File: src/rtl/core/tcsd_pkg.sv
// Shared types, constants and helpers for the text cell stream decoder.
package tcsd_pkg;

	// Header length and fixed register properties
	localparam int unsigned HEADER_LEN = 9;
	localparam int unsigned QUEUE_DEPTH = 2;
	localparam int unsigned LINE_COLUMNS_W = 13;
	localparam logic [LINE_COLUMNS_W-1:0] LINE_COLUMNS_RESET = 13'd80;
	localparam logic [LINE_COLUMNS_W-1:0] LINE_COLUMNS_MAX = 13'd4096;
	localparam int unsigned PADDR_W = 3;

	// Command codes (low three bits kept while a command is pending)
	localparam logic [2:0] CMD_NONE = 3'd0;
	localparam logic [2:0] CMD_POS  = 3'd1;
	localparam logic [2:0] CMD_FORE = 3'd2;
	localparam logic [2:0] CMD_BACK = 3'd4;
	localparam logic [2:0] CMD_BOTH = 3'd6;

	// Operand byte counts at which each command completes
	localparam logic [3:0] POS_OPND_LEN  = 4'd8;
	localparam logic [3:0] COLOR_OPND_LEN = 4'd5;
	localparam logic [3:0] BOTH_OPND_LEN = 4'd9;

	// End-of-stream status codes
	localparam logic [1:0] STATUS_OK        = 2'd0;
	localparam logic [1:0] STATUS_BAD_HDR   = 2'd1;
	localparam logic [1:0] STATUS_TRUNCATED = 2'd2;

	// Register addresses
	localparam logic [0:0] REG_LINE_COLUMNS = 1'b0;

	// Work item passed from the front to the back through the queue
	typedef struct packed {
		logic        fin;
		logic [1:0]  status;
		logic        wrap;
		logic        set_pos;
		logic        set_fore;
		logic        fore_hi;
		logic        set_back;
		logic        draw;
		logic [7:0]  glyph;
		logic [63:0] opnd;
	} tcsd_op_t;

	// Expected header byte at a given position
	function automatic logic [7:0] header_byte(input logic [3:0] idx);
		logic [7:0] val;
		case (idx)
			4'd0:    val = 8'd24;
			4'd1:    val = 8'h54; // T
			4'd2:    val = 8'h55; // U
			4'd3:    val = 8'h4E; // N
			4'd4:    val = 8'h44; // D
			4'd5:    val = 8'h52; // R
			4'd6:    val = 8'h41; // A
			4'd7:    val = 8'h32; // 2
			4'd8:    val = 8'h34; // 4
			default: val = 8'h00;
		endcase
		return val;
	endfunction

	// True for a byte that opens a command
	function automatic logic is_command(input logic [7:0] b);
		return (b == {5'd0, CMD_POS}) || (b == {5'd0, CMD_FORE}) ||
			(b == {5'd0, CMD_BACK}) || (b == {5'd0, CMD_BOTH});
	endfunction

endpackage

File: src/rtl/core/text_cell_stream_decoder.sv
// Top level of the text cell stream decoder: register port and the three parts.
// Takes one file byte per clock while the queue has room. Each byte is parsed in
// the front end in the cycle it is accepted; a byte that draws a cell, completes
// a command or ends the file is passed through a two-entry queue to the back end,
// which owns the cursor and colours and loads the output register from the queue
// head. Header and operand bytes that complete nothing produce no result and
// leave the back end untouched.
// line_columns sits at byte address 0 of the register port and may be written
// only while no transaction is in flight.
module text_cell_stream_decoder (
	input  logic                             clk,
	input  logic                             arst_n,
	// byte input
	input  logic                             data_valid,
	output logic                             data_ready,
	input  logic [7:0]                       data_byte,
	input  logic                             final_byte,
	// result output
	output logic                             result_valid,
	input  logic                             result_ready,
	output logic                             cell_valid,
	output logic [7:0]                       glyph,
	output logic [31:0]                      cell_column,
	output logic [31:0]                      cell_row,
	output logic [23:0]                      fore_rgb,
	output logic [23:0]                      back_rgb,
	output logic                             stream_end,
	output logic [1:0]                       status,
	// register port
	input  logic                             psel,
	input  logic                             penable,
	input  logic                             pwrite,
	input  logic [tcsd_pkg::PADDR_W-1:0]     paddr,
	input  logic [31:0]                      pwdata,
	output logic [31:0]                      prdata,
	output logic                             pready
);
	import tcsd_pkg::*;

	logic [LINE_COLUMNS_W-1:0] line_columns_q;
	logic                      push_valid, push_ready;
	tcsd_op_t                  push_op;
	logic                      pop_valid, pop_ready;
	tcsd_op_t                  pop_op;
	logic                      reg_sel;

	// Register port
	assign pready  = 1'b1;
	assign reg_sel = (paddr[PADDR_W-1] == REG_LINE_COLUMNS);
	assign prdata  = reg_sel ? {{(32-LINE_COLUMNS_W){1'b0}}, line_columns_q} : 32'd0;

	always_ff @(posedge clk or negedge arst_n) begin
		if (!arst_n) begin
			line_columns_q <= LINE_COLUMNS_RESET;
		end else if (psel && penable && pwrite && pready && reg_sel) begin
			line_columns_q <= pwdata[LINE_COLUMNS_W-1:0];
		end
	end

	tcsd_front u_front (
		.clk        (clk),
		.arst_n     (arst_n),
		.data_byte  (data_byte),
		.final_byte (final_byte),
		.data_valid (data_valid),
		.data_ready (data_ready),
		.push_valid (push_valid),
		.push_op    (push_op),
		.push_ready (push_ready)
	);

	tcsd_queue u_queue (
		.clk        (clk),
		.arst_n     (arst_n),
		.push_valid (push_valid),
		.push_op    (push_op),
		.push_ready (push_ready),
		.pop_valid  (pop_valid),
		.pop_op     (pop_op),
		.pop_ready  (pop_ready)
	);

	tcsd_back u_back (
		.clk          (clk),
		.arst_n       (arst_n),
		.line_columns (line_columns_q),
		.pop_valid    (pop_valid),
		.pop_op       (pop_op),
		.pop_ready    (pop_ready),
		.result_valid (result_valid),
		.result_ready (result_ready),
		.cell_valid   (cell_valid),
		.glyph        (glyph),
		.cell_column  (cell_column),
		.cell_row     (cell_row),
		.fore_rgb     (fore_rgb),
		.back_rgb     (back_rgb),
		.stream_end   (stream_end),
		.status       (status)
	);

endmodule

File: src/rtl/core/tcsd_front.sv
// Front end: header check, command parsing and operand collection.
module tcsd_front (
	input  logic           clk,
	input  logic           arst_n,
	input  logic [7:0]     data_byte,
	input  logic           final_byte,
	input  logic           data_valid,
	output logic           data_ready,
	output logic           push_valid,
	output tcsd_pkg::tcsd_op_t push_op,
	input  logic           push_ready
);
	import tcsd_pkg::*;

	logic [3:0]  hdr_idx_q, hdr_idx_n;
	logic        hdr_bad_q, hdr_bad_n;
	logic [2:0]  pend_q, pend_n;
	logic [3:0]  cnt_q, cnt_n;
	logic [63:0] shift_q, shift_n;
	logic [7:0]  held_q, held_n;
	tcsd_op_t    op;
	logic        accept;
	logic        has_op;

	// Classify the incoming byte and build the work item
	always_comb begin
		hdr_idx_n = hdr_idx_q;
		hdr_bad_n = hdr_bad_q;
		pend_n    = pend_q;
		cnt_n     = cnt_q;
		shift_n   = shift_q;
		held_n    = held_q;
		op        = '0;
		if (hdr_idx_q < 4'(HEADER_LEN)) begin
			if (data_byte != header_byte(hdr_idx_q)) begin
				hdr_bad_n = 1'b1;
			end
			hdr_idx_n = hdr_idx_q + 4'd1;
		end else if (!hdr_bad_q) begin
			if (pend_q == CMD_NONE) begin
				if (is_command(data_byte)) begin
					pend_n  = data_byte[2:0];
					cnt_n   = 4'd0;
					shift_n = '0;
				end else begin
					op.wrap  = 1'b1;
					op.draw  = 1'b1;
					op.glyph = data_byte;
				end
			end else begin
				cnt_n = cnt_q + 4'd1;
				if (cnt_q == 4'd0 && pend_q != CMD_POS) begin
					held_n = data_byte;
				end else begin
					shift_n = {shift_q[55:0], data_byte};
				end
				// Completion of each command; the column wrap check of a colour
				// command byte is carried by the completing transaction
				case (pend_q)
					CMD_POS: begin
						if (cnt_n >= POS_OPND_LEN) begin
							op.set_pos = 1'b1;
							op.opnd    = shift_n;
							pend_n     = CMD_NONE;
						end
					end
					CMD_FORE, CMD_BACK: begin
						if (cnt_n >= COLOR_OPND_LEN) begin
							op.wrap     = 1'b1;
							op.set_fore = (pend_q == CMD_FORE);
							op.set_back = (pend_q == CMD_BACK);
							op.opnd     = shift_n;
							op.draw     = !is_command(held_n);
							op.glyph    = held_n;
							pend_n      = CMD_NONE;
						end
					end
					CMD_BOTH: begin
						if (cnt_n >= BOTH_OPND_LEN) begin
							op.wrap     = 1'b1;
							op.set_fore = 1'b1;
							op.fore_hi  = 1'b1;
							op.set_back = 1'b1;
							op.opnd     = shift_n;
							op.draw     = !is_command(held_n);
							op.glyph    = held_n;
							pend_n      = CMD_NONE;
						end
					end
					default: pend_n = CMD_NONE;
				endcase
			end
		end
		// End-of-stream status, header faults first
		op.fin = final_byte;
		if (final_byte) begin
			if (hdr_idx_n < 4'(HEADER_LEN) || hdr_bad_n) begin
				op.status = STATUS_BAD_HDR;
			end else if (pend_n != CMD_NONE) begin
				op.status = STATUS_TRUNCATED;
			end else begin
				op.status = STATUS_OK;
			end
		end
	end

	assign data_ready = push_ready;
	assign accept     = data_valid && data_ready;
	assign has_op     = op.draw || op.set_pos || op.set_fore || op.set_back || op.fin;
	assign push_valid = accept && has_op;
	assign push_op    = op;

	// Parser state; the final byte returns it to reset
	always_ff @(posedge clk or negedge arst_n) begin
		if (!arst_n) begin
			hdr_idx_q <= '0;
			hdr_bad_q <= 1'b0;
			pend_q    <= CMD_NONE;
			cnt_q     <= '0;
			shift_q   <= '0;
			held_q    <= '0;
		end else if (accept) begin
			if (final_byte) begin
				hdr_idx_q <= '0;
				hdr_bad_q <= 1'b0;
				pend_q    <= CMD_NONE;
				cnt_q     <= '0;
				shift_q   <= '0;
				held_q    <= '0;
			end else begin
				hdr_idx_q <= hdr_idx_n;
				hdr_bad_q <= hdr_bad_n;
				pend_q    <= pend_n;
				cnt_q     <= cnt_n;
				shift_q   <= shift_n;
				held_q    <= held_n;
			end
		end
	end

endmodule

File: src/rtl/core/tcsd_queue.sv
// Short queue of work items between the front and the back.
module tcsd_queue (
	input  logic               clk,
	input  logic               arst_n,
	input  logic               push_valid,
	input  tcsd_pkg::tcsd_op_t push_op,
	output logic               push_ready,
	output logic               pop_valid,
	output tcsd_pkg::tcsd_op_t pop_op,
	input  logic               pop_ready
);
	import tcsd_pkg::*;

	localparam int unsigned PTR_W = (QUEUE_DEPTH > 1) ? $clog2(QUEUE_DEPTH) : 1;
	localparam int unsigned CNT_W = $clog2(QUEUE_DEPTH + 1);

	tcsd_op_t             entry_q [QUEUE_DEPTH];
	logic [PTR_W-1:0]     wr_ptr_q;
	logic [PTR_W-1:0]     rd_ptr_q;
	logic [CNT_W-1:0]     count_q;
	logic                 do_push;
	logic                 do_pop;

	assign push_ready = (count_q != CNT_W'(QUEUE_DEPTH));
	assign pop_valid  = (count_q != '0);
	assign pop_op     = entry_q[rd_ptr_q];
	assign do_push    = push_valid && push_ready;
	assign do_pop     = pop_valid && pop_ready;

	// Storage
	always_ff @(posedge clk) begin
		if (do_push) begin
			entry_q[wr_ptr_q] <= push_op;
		end
	end

	// Pointers and fill count
	always_ff @(posedge clk or negedge arst_n) begin
		if (!arst_n) begin
			wr_ptr_q <= '0;
			rd_ptr_q <= '0;
			count_q  <= '0;
		end else begin
			if (do_push) begin
				wr_ptr_q <= (wr_ptr_q == PTR_W'(QUEUE_DEPTH - 1)) ? '0 : wr_ptr_q + 1'b1;
			end
			if (do_pop) begin
				rd_ptr_q <= (rd_ptr_q == PTR_W'(QUEUE_DEPTH - 1)) ? '0 : rd_ptr_q + 1'b1;
			end
			if (do_push && !do_pop) begin
				count_q <= count_q + 1'b1;
			end else if (do_pop && !do_push) begin
				count_q <= count_q - 1'b1;
			end
		end
	end

endmodule

File: src/rtl/core/tcsd_back.sv
// Back end: cursor and colour state, cell emission and result register.
module tcsd_back (
	input  logic                                  clk,
	input  logic                                  arst_n,
	input  logic [tcsd_pkg::LINE_COLUMNS_W-1:0]   line_columns,
	input  logic                                  pop_valid,
	input  tcsd_pkg::tcsd_op_t                    pop_op,
	output logic                                  pop_ready,
	output logic                                  result_valid,
	input  logic                                  result_ready,
	output logic                                  cell_valid,
	output logic [7:0]                            glyph,
	output logic [31:0]                           cell_column,
	output logic [31:0]                           cell_row,
	output logic [23:0]                           fore_rgb,
	output logic [23:0]                           back_rgb,
	output logic                                  stream_end,
	output logic [1:0]                            status
);
	import tcsd_pkg::*;

	logic [31:0] col_q, row_q;
	logic [23:0] fore_q, back_q;
	logic [LINE_COLUMNS_W-1:0] width;
	logic        wrap_hit;
	logic [31:0] col_w, row_w;
	logic [31:0] col_n, row_n;
	logic [23:0] fore_n, back_n;
	logic        emit;
	logic        take;

	// Effective line width
	always_comb begin
		if (line_columns == '0) begin
			width = LINE_COLUMNS_RESET;
		end else if (line_columns > LINE_COLUMNS_MAX) begin
			width = LINE_COLUMNS_MAX;
		end else begin
			width = line_columns;
		end
	end

	// Wrap, then position/colour update, then draw
	always_comb begin
		wrap_hit = pop_op.wrap && (col_q == {{(32-LINE_COLUMNS_W){1'b0}}, width});
		col_w    = wrap_hit ? 32'd0 : col_q;
		row_w    = wrap_hit ? row_q + 32'd1 : row_q;
		col_n    = col_w;
		row_n    = row_w;
		if (pop_op.set_pos) begin
			row_n = pop_op.opnd[63:32];
			col_n = pop_op.opnd[31:0];
		end else if (pop_op.draw) begin
			col_n = col_w + 32'd1;
		end
		fore_n = fore_q;
		back_n = back_q;
		if (pop_op.set_fore) begin
			fore_n = pop_op.fore_hi ? pop_op.opnd[55:32] : pop_op.opnd[23:0];
		end
		if (pop_op.set_back) begin
			back_n = pop_op.opnd[23:0];
		end
	end

	assign emit      = pop_op.draw || pop_op.fin;
	assign pop_ready = !result_valid || result_ready;
	assign take      = pop_valid && pop_ready;

	// Cursor and colours; end of stream returns them to reset
	always_ff @(posedge clk or negedge arst_n) begin
		if (!arst_n) begin
			col_q  <= '0;
			row_q  <= '0;
			fore_q <= '0;
			back_q <= '0;
		end else if (take) begin
			if (pop_op.fin) begin
				col_q  <= '0;
				row_q  <= '0;
				fore_q <= '0;
				back_q <= '0;
			end else begin
				col_q  <= col_n;
				row_q  <= row_n;
				fore_q <= fore_n;
				back_q <= back_n;
			end
		end
	end

	// Result valid flag
	always_ff @(posedge clk or negedge arst_n) begin
		if (!arst_n) begin
			result_valid <= 1'b0;
		end else if (take && emit) begin
			result_valid <= 1'b1;
		end else if (result_ready) begin
			result_valid <= 1'b0;
		end
	end

	// Result payload
	always_ff @(posedge clk) begin
		if (take && emit) begin
			cell_valid  <= pop_op.draw;
			glyph       <= pop_op.draw ? pop_op.glyph : 8'd0;
			cell_column <= pop_op.draw ? col_w : 32'd0;
			cell_row    <= pop_op.draw ? row_w : 32'd0;
			fore_rgb    <= fore_n;
			back_rgb    <= back_n;
			stream_end  <= pop_op.fin;
			status      <= pop_op.status;
		end
	end

endmodule

File: config.mk
export PLATFORM = sky130hd
export DESIGN_NAME = text_cell_stream_decoder
export DESIGN_NICKNAME = d
export VERILOG_FILES = /design/src/rtl/core/tcsd_pkg.sv /design/src/rtl/core/text_cell_stream_decoder.sv /design/src/rtl/core/tcsd_front.sv /design/src/rtl/core/tcsd_queue.sv /design/src/rtl/core/tcsd_back.sv
export SDC_FILE = /design/constraint.sdc
export NUM_CORES = 1
export LEC_CHECK = 0
export BUFFER_PORTS_ARGS = -buffer_cell sky130_fd_sc_hd__buf_4
export CAP_MARGIN = 20
export CORE_AREA = 2 2 259 261
export DETAILED_ROUTE_END_ITERATION = 7
export DIE_AREA = 0 0 261 263
export HOLD_SLACK_MARGIN = 0.06
export SYNTH_ARGS = -nofsm -noshare
export SYNTH_HDL_FRONTEND = slang
export SYNTH_SLANG_ARGS = --single-unit
File: constraint.sdc
create_clock -name clk -period 14.47 [get_ports clk]
set_input_delay 1.447 -clock clk [delete_from_list [all_inputs] [get_ports clk]]
set_output_delay 1.447 -clock clk [all_outputs]
set_load 0.05 [all_outputs]
==> results.md, run 1 <==
* Initial DRT Pass Iterations at 6
* Power share of the combinational group at 39.1%
* Status: complete, no violations
* Clock buffer depth at 3
* Clk slew on worst S/H paths at 0.07 ns
* Critical path launch point: u_queue.rd_ptr_q
* GP Congestion at 0.860
* Lkg Pwr at 10.0 nW
* Final ANT Viol Nets at 0
* CTS tree: done
* Reg2reg start: u_queue.rd_ptr_q
* HP Class: reg -> reg
* Via count at 16800
* CP max-delay cell: dfrtp_4
* FF-to-FF path depth at 14
* Inserted Diodes at 0
* Wire per inst at 21.0 µm
* Port bufs at 168
* Cell Rows at 94
* Vias in the first global route at 16200
* Yosys top cell area share at 37.6%
* GR Util met2 at 28.9%
* Reg-to-reg slack, setup at 9.76 ns
* Antenna violations before repair at 1
* Post-route cell area at 26600 µm²
* End of the worst register-to-register path: u_back.col_q[18]
* Startpoint types: flop
* P_sw at 2.53 mW
* Clock sinks at 500
* Placed cell count at 2955
* Clock share of power at 22.5%
* Nets@finish at 2211
* GRT met1 Usage at 25.4%
* First-pass GRT wire length at 98300 µm
* Total gr overflow at 0
* DRC Markers at 0
* Max_cap viols at 0
* WP buf/inv at 2
* Root Buffer: clkbuf_16
* #FFs+latches synth at 500
* Initial DRC Count at 1685
* Mapped Area at 22800 µm²
* Top post-synthesis cells by area: edfxtp_1 38%, dfrtp_1 23%, nand2_1 4.8%, a22o_1 4.6%, a21oi_1 3.4%
* Mapped Avg Cell Area at 11.2 µm²
* Largest net degree at the start of global routing at 107
* Final Max Slew Viols at 0
* GR met3 Demand/Resource at 3.00%
* Count leader, synth: nand2_1
* Post-DP Area at 24800 µm²
* Period utilization at 32.5%
* Slew headroom at 25.0%
* Final wirelength at 64100 µm
* Die width at 261 µm
* Worst slack, placed at 9.51 ns
* Crit end category: flop
* PostCTS Resize Cnt at 0
* Worst Path Max Fanout at 33
* Post-synthesis sequential area ratio at 61.1%
* Max Clock Freq at 213 MHz
* DR vias/cell at 5.49
* Final Setup Violations at 0
* Core area at 65600 µm²
* Cell internal pwr at 3.46 mW
* CP Cell Sequence: mux2_2 > nand4_1 > and4bb_1 > nand2_1 > buf_4 > nand2_1 > inv_1 > ha_1 > and2_1 > nand2_1 > nor4_1 > a31oi_1 > o21ai_0 > o211ai_1
* RSZ-0062 raised after global routing: no
* CP endpoint: u_back.col_q[18]
* Share of cells above drive strength 1 at 16.1%
* Skew-Pair Late Insertion Delay at 0.61 ns
* Synth area leader: edfxtp_1
* GRT Overall Usage at 18.4%
* Pwr dens at 225 nW/µm²
* Post-synth EDFFs at 286
* Num CTS Buffers at 54
* Setup CP Type: reg -> reg
* CTS hold repair buffers at 0
* Synth cell count leaders: 295 x nand2_1, 286 x edfxtp_1, 212 x dfrtp_1, 153 x a21oi_1, 144 x nor2_1
* Worst EP required at 14.94 ns
* Finished Layout Cells at 3058
* Setup_tns at 0 ns
* Worst path max stage delay at 0.82 ns
* Post-Syn Instances at 2035
* Final WS setup at 9.76 ns
* Die height at 263 µm
* Main synth FF type: edfxtp_1
* Top delay family on crit path: simple AND/OR/NAND/NOR gates
* Synth warn at 0
* CP most frequent cell: nand2_1
* Max VDD drop at 0.000119 V
* Asr flop ratio synth at 42.8%
* WP depth at 14
* Post-CTS Setup Bufs at 0
* Worst path arrival time at 5.18 ns
* Htree depth at 2
* DP HPWL at 41700 µm
* Max Clock Skew at 0.0252 ns
* Min Tclk post-route at 4.71 ns
* Io pins at 210
* Share of power burned in registers at 38.4%
* Hold Vio Cnt, Final at 0
* Netlist cell types at 73
* Synth-to-layout area growth at 16.4%
* Initial Utilization at 34.8%
* Worst slew pin tran at 1.12 ns
* Sw Share at 42.2%
* Die ar. at 68600 µm²
* Gr busiest metal: met2
## flip-flops by register name, indices dropped and copies added (netlist names)
name                 cells
u_back.result_valid      1
u_queue.rd_ptr_q         1
u_back.status            2
u_back.col_q            32
u_front.hdr_bad_q        1
u_front.cnt_q            4
line_columns_q          13
u_front.pend_q           3
u_front.held_q           8
u_back.back_q           24
u_back.glyph             8
u_queue.entry_q        162
u_front.shift_q         64
u_back.fore_rgb         24
u_back.cell_valid        1
u_back.stream_end        1
u_queue.count_q          2
u_back.cell_row         32
u_back.row_q            32
u_front.hdr_idx_q        4
u_back.back_rgb         24
u_back.cell_column      32
u_back.fore_q           24
u_queue.wr_ptr_q         1
## layout by cell type, fill, tap and decap left out, drive strengths merged, types with 14 or more instances in the layout
cell type,instances
or3,25
nand4,23
o21ai,132
mux2i,49
buf,194
nand3,39
nor3,36
clkinv,22
clkbuf,71
and3,23
and2,26
nor2,145
o311ai,32
nand2,295
conb,20
inv,36
nor2b,14
nor4,21
a22o,121
edfxtp,286
xor2,21
a31oi,20
dfrtp,212
nand2b,15
a21oi,153
mux2,48
## cell families (layout without fill, tap and decap cells)
family | count (synthesis) | in the layout | share of synthesized area [%]
other | 2 | 20 | 0.0329
AND/OR/NAND/NOR | 680 | 680 | 13.7
adder cells (fa/ha/maj) | 13 | 13 | 0.701
XOR/XNOR | 31 | 31 | 1.19
buffers and inverters | 187 | 328 | 3.59
flip-flops | 500 | 500 | 61.1
AO/OA/AOI/OAI | 525 | 525 | 15.2
multiplexers | 97 | 97 | 4.52
## cell type report
type,instances,area (µm²)
Clock buffer,70,1430
Sequential cell,500,13900
Tap cell,864,1080
Inverter,31,116
Timing Repair Buffer,195,1490
Multi-Input combinational cell,1366,8230
Fill cell,6232,39000
Clock inverter,32,284
## worst min-delay path by stage
| stage | slack [ns] | from | to | depth (start not counted) |
|---|---|---|---|---|
| finish | 0.50 | u_front.shift_q[57] | u_front.shift_q[57] | 1 |
| global placement | 0.49 | u_front.shift_q[58] | u_front.shift_q[58] | 1 |
| global route | 0.52 | u_back.back_q[7] | u_back.back_q[7] | 1 |
| floorplan | 0.46 | u_queue.wr_ptr_q | u_queue.wr_ptr_q | 1 |
| CTS | 0.50 | u_front.shift_q[61] | u_front.shift_q[61] | 1 |
| detailed placement | 0.48 | u_front.shift_q[57] | u_front.shift_q[57] | 1 |
## per-layer routing
metal  part of all wire (%)  vias to the layer above
met1                     44                     8304
met5                  0.020                        -
met2                     46                      682
li1                       -                     7685
met3                    6.5                      125
met4                    3.8                        2
## power by group through the flow
stage / combinational, mW / sequential, mW / clock, mW
final: 2.34 / 2.30 / 1.35
after global routing: 2.50 / 2.35 / 1.43
after CTS: 2.34 / 2.30 / 1.38
after detailed placement: 2.34 / 2.32 / 0
after global placement: 2.31 / 2.31 / 0
after floorplan: 1.01 / 2.87 / 0
## worst reg2reg max path, delay by kind of cell (launching register included)
family | cells | cell delay [ns]
muxes | 1 | 0.52
AOI/OAI and AO/OA | 3 | 0.46
adders and majority gates | 1 | 0.16
DFF | 1 | 0.82
buffers and inverters | 2 | 0.36
and+or+nand+nor | 7 | 2.26
## through the flow
step	hold WS (ns)	util, %	power [mW]
after floorplan	0.455	-	3.88
after global placement	0.485	37.9	4.62
after detailed placement	0.482	37.9	4.66
after CTS	0.503	40.5	6.03
after global routing	0.517	40.5	6.28
final	0.501	40.5	5.99
(Power assumes the default switching activity.)
==> run 2: changes to the inputs <==
- clock period: 14.47 -> 4.7 ns (I/O delays scaled with it)
==> run 2 against run 1 <==
  * Die area unchanged
  * Critical path depth shrank 6
  * Final area increased by 1.3%
  * Critical path type unchanged
  * Largest cell class unchanged
  * Largest power group unchanged
==> results.md, run 2 (synthesis results as in run 1) <==
* Post-DP Area at 25000 µm²
* Worst path max stage delay at 0.72 ns
* Largest net degree at the start of global routing at 92
* Startpoint types: flop
* Share of cells above drive strength 1 at 17.0%
* Io pins at 210
* Final ANT Viol Nets at 0
* Via count at 16900
* Total gr overflow at 0
* GP Congestion at 0.899
* Htree depth at 2
* Inserted Diodes at 0
* Root Buffer: clkbuf_16
* Footprint of the multi-input gates at 8230 µm²
* Wire per inst at 20.9 µm
* Period utilization at 82.8%
* Die width at 261 µm
* First-pass GRT wire length at 99700 µm
* CTS tree: done
* Status: complete, no violations
* Hold Vio Cnt, Final at 0
* RSZ-0062 raised after global routing: no
* Largest regs: u_queue.entry_q: 162 flops, u_front.shift_q: 64 flops
* GRT Overall Usage at 18.6%
* Cell Rows at 94
* Final wirelength at 64500 µm
* Vias in the first global route at 16600
* Lkg Pwr at 10.2 nW
* Most flop-heavy register: u_queue.entry_q
* Max VDD drop at 0.000410 V
* Finished Layout Cells at 3093
* Min Tclk post-route at 3.89 ns
* Post-CTS Setup Bufs at 0
* Fin util at 41.0%
* DR vias/cell at 5.46
* Max_cap viols at 0
* Clock sinks at 500
* Crit end category: flop
* Core area at 65600 µm²
* CP Cell Sequence: buf_4 > buf_4 > nor2b_1 > a21oi_2 > nand2_1 > nand2_1 > o311ai_0 > o311ai_1
* Initial DRT Pass Iterations at 5
* Clock buffer depth at 3
* Slew headroom at 31.0%
* Die ar. at 68600 µm²
* Nets@finish at 2244
* Flip-flop count of the largest register after layout at 162
* Skew-Pair Late Insertion Delay at 0.62 ns
* Post-route cell area at 26900 µm²
* Max Clock Freq at 257 MHz
* Final Setup Violations at 0
* Setup_tns at 0 ns
* Num CTS Buffers at 56
* Most common cell after layout, fill and taps aside: nand2_1
* Port bufs at 168
* Worst path arrival time at 4.38 ns
* Worst EP required at 5.19 ns
* DP HPWL at 42800 µm
* Clk slew on worst S/H paths at 0.06 ns
* Reg area at 13900 µm²
* CP max-delay cell: buf_4
* Pwr dens at 691 nW/µm²
* Worst slack, placed at 0.822 ns
* Initial DRC Count at 1716
* Max Clock Skew at 0.0230 ns
* Antenna violations before repair at 0
* Die height at 263 µm
* Placed cell count at 2973
* Initial Utilization at 34.8%
* Synth-to-layout area growth at 17.9%
* Worst Path Max Fanout at 56
* Most frequent cells in the layout: 295 x nand2_1, 286 x edfxtp_1, 211 x dfrtp_1, 209 x buf_4, 151 x a21oi_1
* Worst slew pin tran at 1.03 ns
* HP Class: in -> reg
* Setup CP Type: reg -> reg
* Final WS setup at 0.811 ns
* Fillers at 6214
* DRC Markers at 0
* Final Max Slew Viols at 0
-- run 2: layout make-up --
cell class	count	area share, %
timing repair buffer	226	6.55
clock inverter	26	0.804
sequential	500	51.8
multi-input combinational	1366	30.5
inverter	31	0.432
tap	864	4.02
clock buffer	80	5.84
-- run 2: per-stage QoR --
step / total power, mW / hold slack, ns
floorplan: 11.9 / 0.174
global placement: 14.3 / 0.484
detailed placement: 14.4 / 0.491
CTS: 18.7 / 0.144
global route: 19.5 / 0.165
finish: 18.6 / 0.174
-- run 2: worst max-delay path: cells and delay by family (launching register included) --
family	cells	cell delay, ns
AO/OA/AOI/OAI	3	0.60
buffers and inverters	2	1.11
flip-flops	1	0.58
AND/OR/NAND/NOR	3	1.42
-- run 2: final timing paths --
path	depth (start not counted)	start	endpoint	slack, ns
max in group asynchronous	3	arst_n	u_queue.rd_ptr_q	3.00
hold reg to reg	1	u_queue.count_q[1]	u_queue.count_q[1]	0.51
min in group asynchronous	2	arst_n	u_back.col_q[24]	0.49
hold / removal	2	data_byte[4]	u_front.shift_q[4]	0.17
setup reg to reg	8	u_queue.rd_ptr_q	u_back.row_q[28]	0.81
setup / recovery	8	u_queue.rd_ptr_q	u_back.row_q[28]	0.81
-- run 2: report_power, final --
part           internal (mW)  switching [mW]  total (mW)
clock network           2.40            1.81        4.22
logic                   2.15            5.18        7.32
registers               6.18           0.866        7.05
total                   10.7            7.86        18.6
-- run 2: what timing repair did --
action / 4_1_cts / 5_1_grt
endpoints found under the hold margin: 99 / 0
gates resized for setup: 0 / 0
hold buffers: 14 / 0
-- run 2: routing by layer --
layer	vias up	wire length (µm)	track usage (%)
li1	7750	-	-
met1	8402	28600	26.2
met3	107	3830	2.24
met4	0	2090	6.34
met2	635	30000	29.6
met5	-	0	0
==> run 3: changes to the inputs <==
- clock period: 4.7 -> 3.2 ns (I/O delays scaled with it)
==> run 3 against run 2 <==
  * Power rose by 52%
  * Sequential share of layout area is 1.8 points lower
  * Critical endpoint is now u_queue.entry_q[0][16]
  * Largest power group unchanged
  * Global-route usage is 0.55 points higher
  * Combinational power up 60%
  * Core utilization rose by 1.5 points
==> results.md, run 3 (synthesis results as in run 1) <==
* Status: complete, no violations
* Share of power burned in registers at 35.9%
* Most flop-heavy register: u_queue.entry_q
* Fillers at 6171
* HP Class: in -> reg
* Root Buffer: clkbuf_16
* RSZ-0062 raised after global routing: yes
* Hold Vio Cnt, Final at 0
* Share of cells above drive strength 1 at 19.9%
* Period utilization at 94.8%
* Die ar. at 68600 µm²
* Clock sinks at 500
* Initial Utilization at 34.8%
* Antenna violations before repair at 0
* Pwr dens at 1010 nW/µm²
* Slew headroom at 45.3%
* Sw Share at 41.4%
* DR vias/cell at 5.43
* Fin util at 42.5%
* Die width at 261 µm
* Skew-Pair Late Insertion Delay at 0.61 ns
* Cell internal pwr at 16.5 mW
* Hold Slack at 0.113 ns
* Initial DRC Count at 1801
* Via count at 17300
* Power share of the combinational group at 41.6%
* Post-route cell area at 27900 µm²
* CTS tree: done
* Min Tclk post-route at 3.03 ns
* Core area at 65600 µm²
* Largest regs: u_queue.entry_q: 162 flops, u_front.shift_q: 64 flops
* Clock buffer depth at 3
* Largest net degree at the start of global routing at 85
* Max VDD drop at 0.000496 V
* Total gr overflow at 0
* Worst Path Max Fanout at 25
* DP HPWL at 44800 µm
* Initial DRT Pass Iterations at 5
* Final WS setup at 0.165 ns
* Setup CP Type: reg -> reg
* Most frequent cells in the layout: 294 x nand2_1, 286 x edfxtp_1, 275 x buf_4, 209 x dfrtp_1, 151 x a21oi_1
* Final ANT Viol Nets at 0
* Final Max Slew Viols at 0
* Port bufs at 168
* Die height at 263 µm
* Worst slack, placed at 0.134 ns
* Crit end category: flop
* GP Congestion at 0.871
* P_sw at 11.7 mW
* Io pins at 210
* Vias in the first global route at 16800
* Flip-flop count of the largest register after layout at 162
* Most common cell after layout, fill and taps aside: nand2_1
* Wire per inst at 21.0 µm
* Htree depth at 2
* First-pass GRT wire length at 102000 µm
* Design Power at 28.2 mW
* Max Clock Freq at 330 MHz
* Max_cap viols at 0
* Nets@finish at 2332
* Num CTS Buffers at 55
* Lkg Pwr at 10.7 nW
* Final wirelength at 66800 µm
* Post-DP Area at 25800 µm²
* Inserted Diodes at 0
* Clk slew on worst S/H paths at 0.06 ns
* Final Setup Violations at 0
* Startpoint types: flop
* Worst slew pin tran at 0.820 ns
* Worst path arrival time at 3.32 ns
* Synth-to-layout area growth at 22.2%
* DRC Markers at 0
* Worst EP required at 3.49 ns
* Cell Rows at 94
* Clock share of power at 22.5%
* Max Clock Skew at 0.0250 ns
* GRT Overall Usage at 19.1%
## run 3: changes by cell type in the layout (fill, tap and decap cells not counted), moves of 3 or more
cell	previous run	this run
buf_12	2	15
buf_4	209	275
bufinv_16	1	5
clkbuf_1	17	21
clkbuf_8	7	4
clkinv_1	4	10
clkinv_2	14	3
clkinvlp_4	3	0
dlygate4sd3_1	14	22
nor4_1	18	15
nor4_4	0	4
## run 3: timing repair
action	4_1_cts	5_1_grt
gates resized for setup	0	9
buffers inserted	0	4
hold buffers	22	0
endpoints found under the hold margin	107	0
setup endpoints to repair	0	34
## run 3: critical path, stage by stage, from the launching register on
cell     delay [ns]
dfrtp_1        0.44
ha_2           0.24
xor2_1         0.19
nand2_1        0.10
maj3_2         0.29
a221o_1        0.35
a211o_1        0.33
a31oi_4        0.22
nor2b_4        0.23
buf_4          0.14
buf_12         0.18
## run 3: power by group through the flow
stage          registers, mW  logic (mW)  clock network [mW]
6_report                10.1        11.7                6.35
5_1_grt                 10.3        12.4                6.76
4_1_cts                 10.1        11.7                6.48
3_5_place_dp            10.2        11.7                   0
3_3_place_gp            10.1        11.5                   0
2_1_floorplan           12.9        4.64                   0
## run 3: final cells by class
cell class	count	area, µm²	area share [%]
clock buffer	81	1550	5.54
inverter	31	116	0.417
multi-input combinational	1366	8320	29.8
timing repair buffer	315	2640	9.44
tap	864	1080	3.87
sequential	500	14000	50.0
clock inverter	23	256	0.919
## run 3: worst paths after layout
path	from	to	slack [ns]	cells after the start
max	u_front.cnt_q[0]	u_queue.entry_q[0][16]	0.17	10
min	data_byte[2]	u_front.shift_q[2]	0.11	2
max reg2reg	u_front.cnt_q[0]	u_queue.entry_q[0][16]	0.17	10
min reg2reg	u_back.fore_q[14]	u_back.fore_q[14]	0.50	1
max in group asynchronous	arst_n	u_back.fore_q[18]	2.02	3
min in group asynchronous	arst_n	u_back.back_q[21]	0.34	2
## run 3: routing by layer
| metal | global-route usage (%) | vias to the layer above | share of wire (%) |
|---|---|---|---|
| met4 | 5.01 | 0 | 2.4 |
| met5 | 0 | - | 0 |
| li1 | - | 7933 | - |
| met3 | 2.52 | 90 | 5.5 |
| met2 | 30.7 | 553 | 47 |
| met1 | 27.2 | 8688 | 45 |
## run 3: per-stage QoR
stage,instances,setup TNS (ns)
after floorplan,2053,-93.61
after global placement,3049,0
after detailed placement,3049,0
after CTS,3175,0
after global routing,3180,-0.00595
final,3180,0
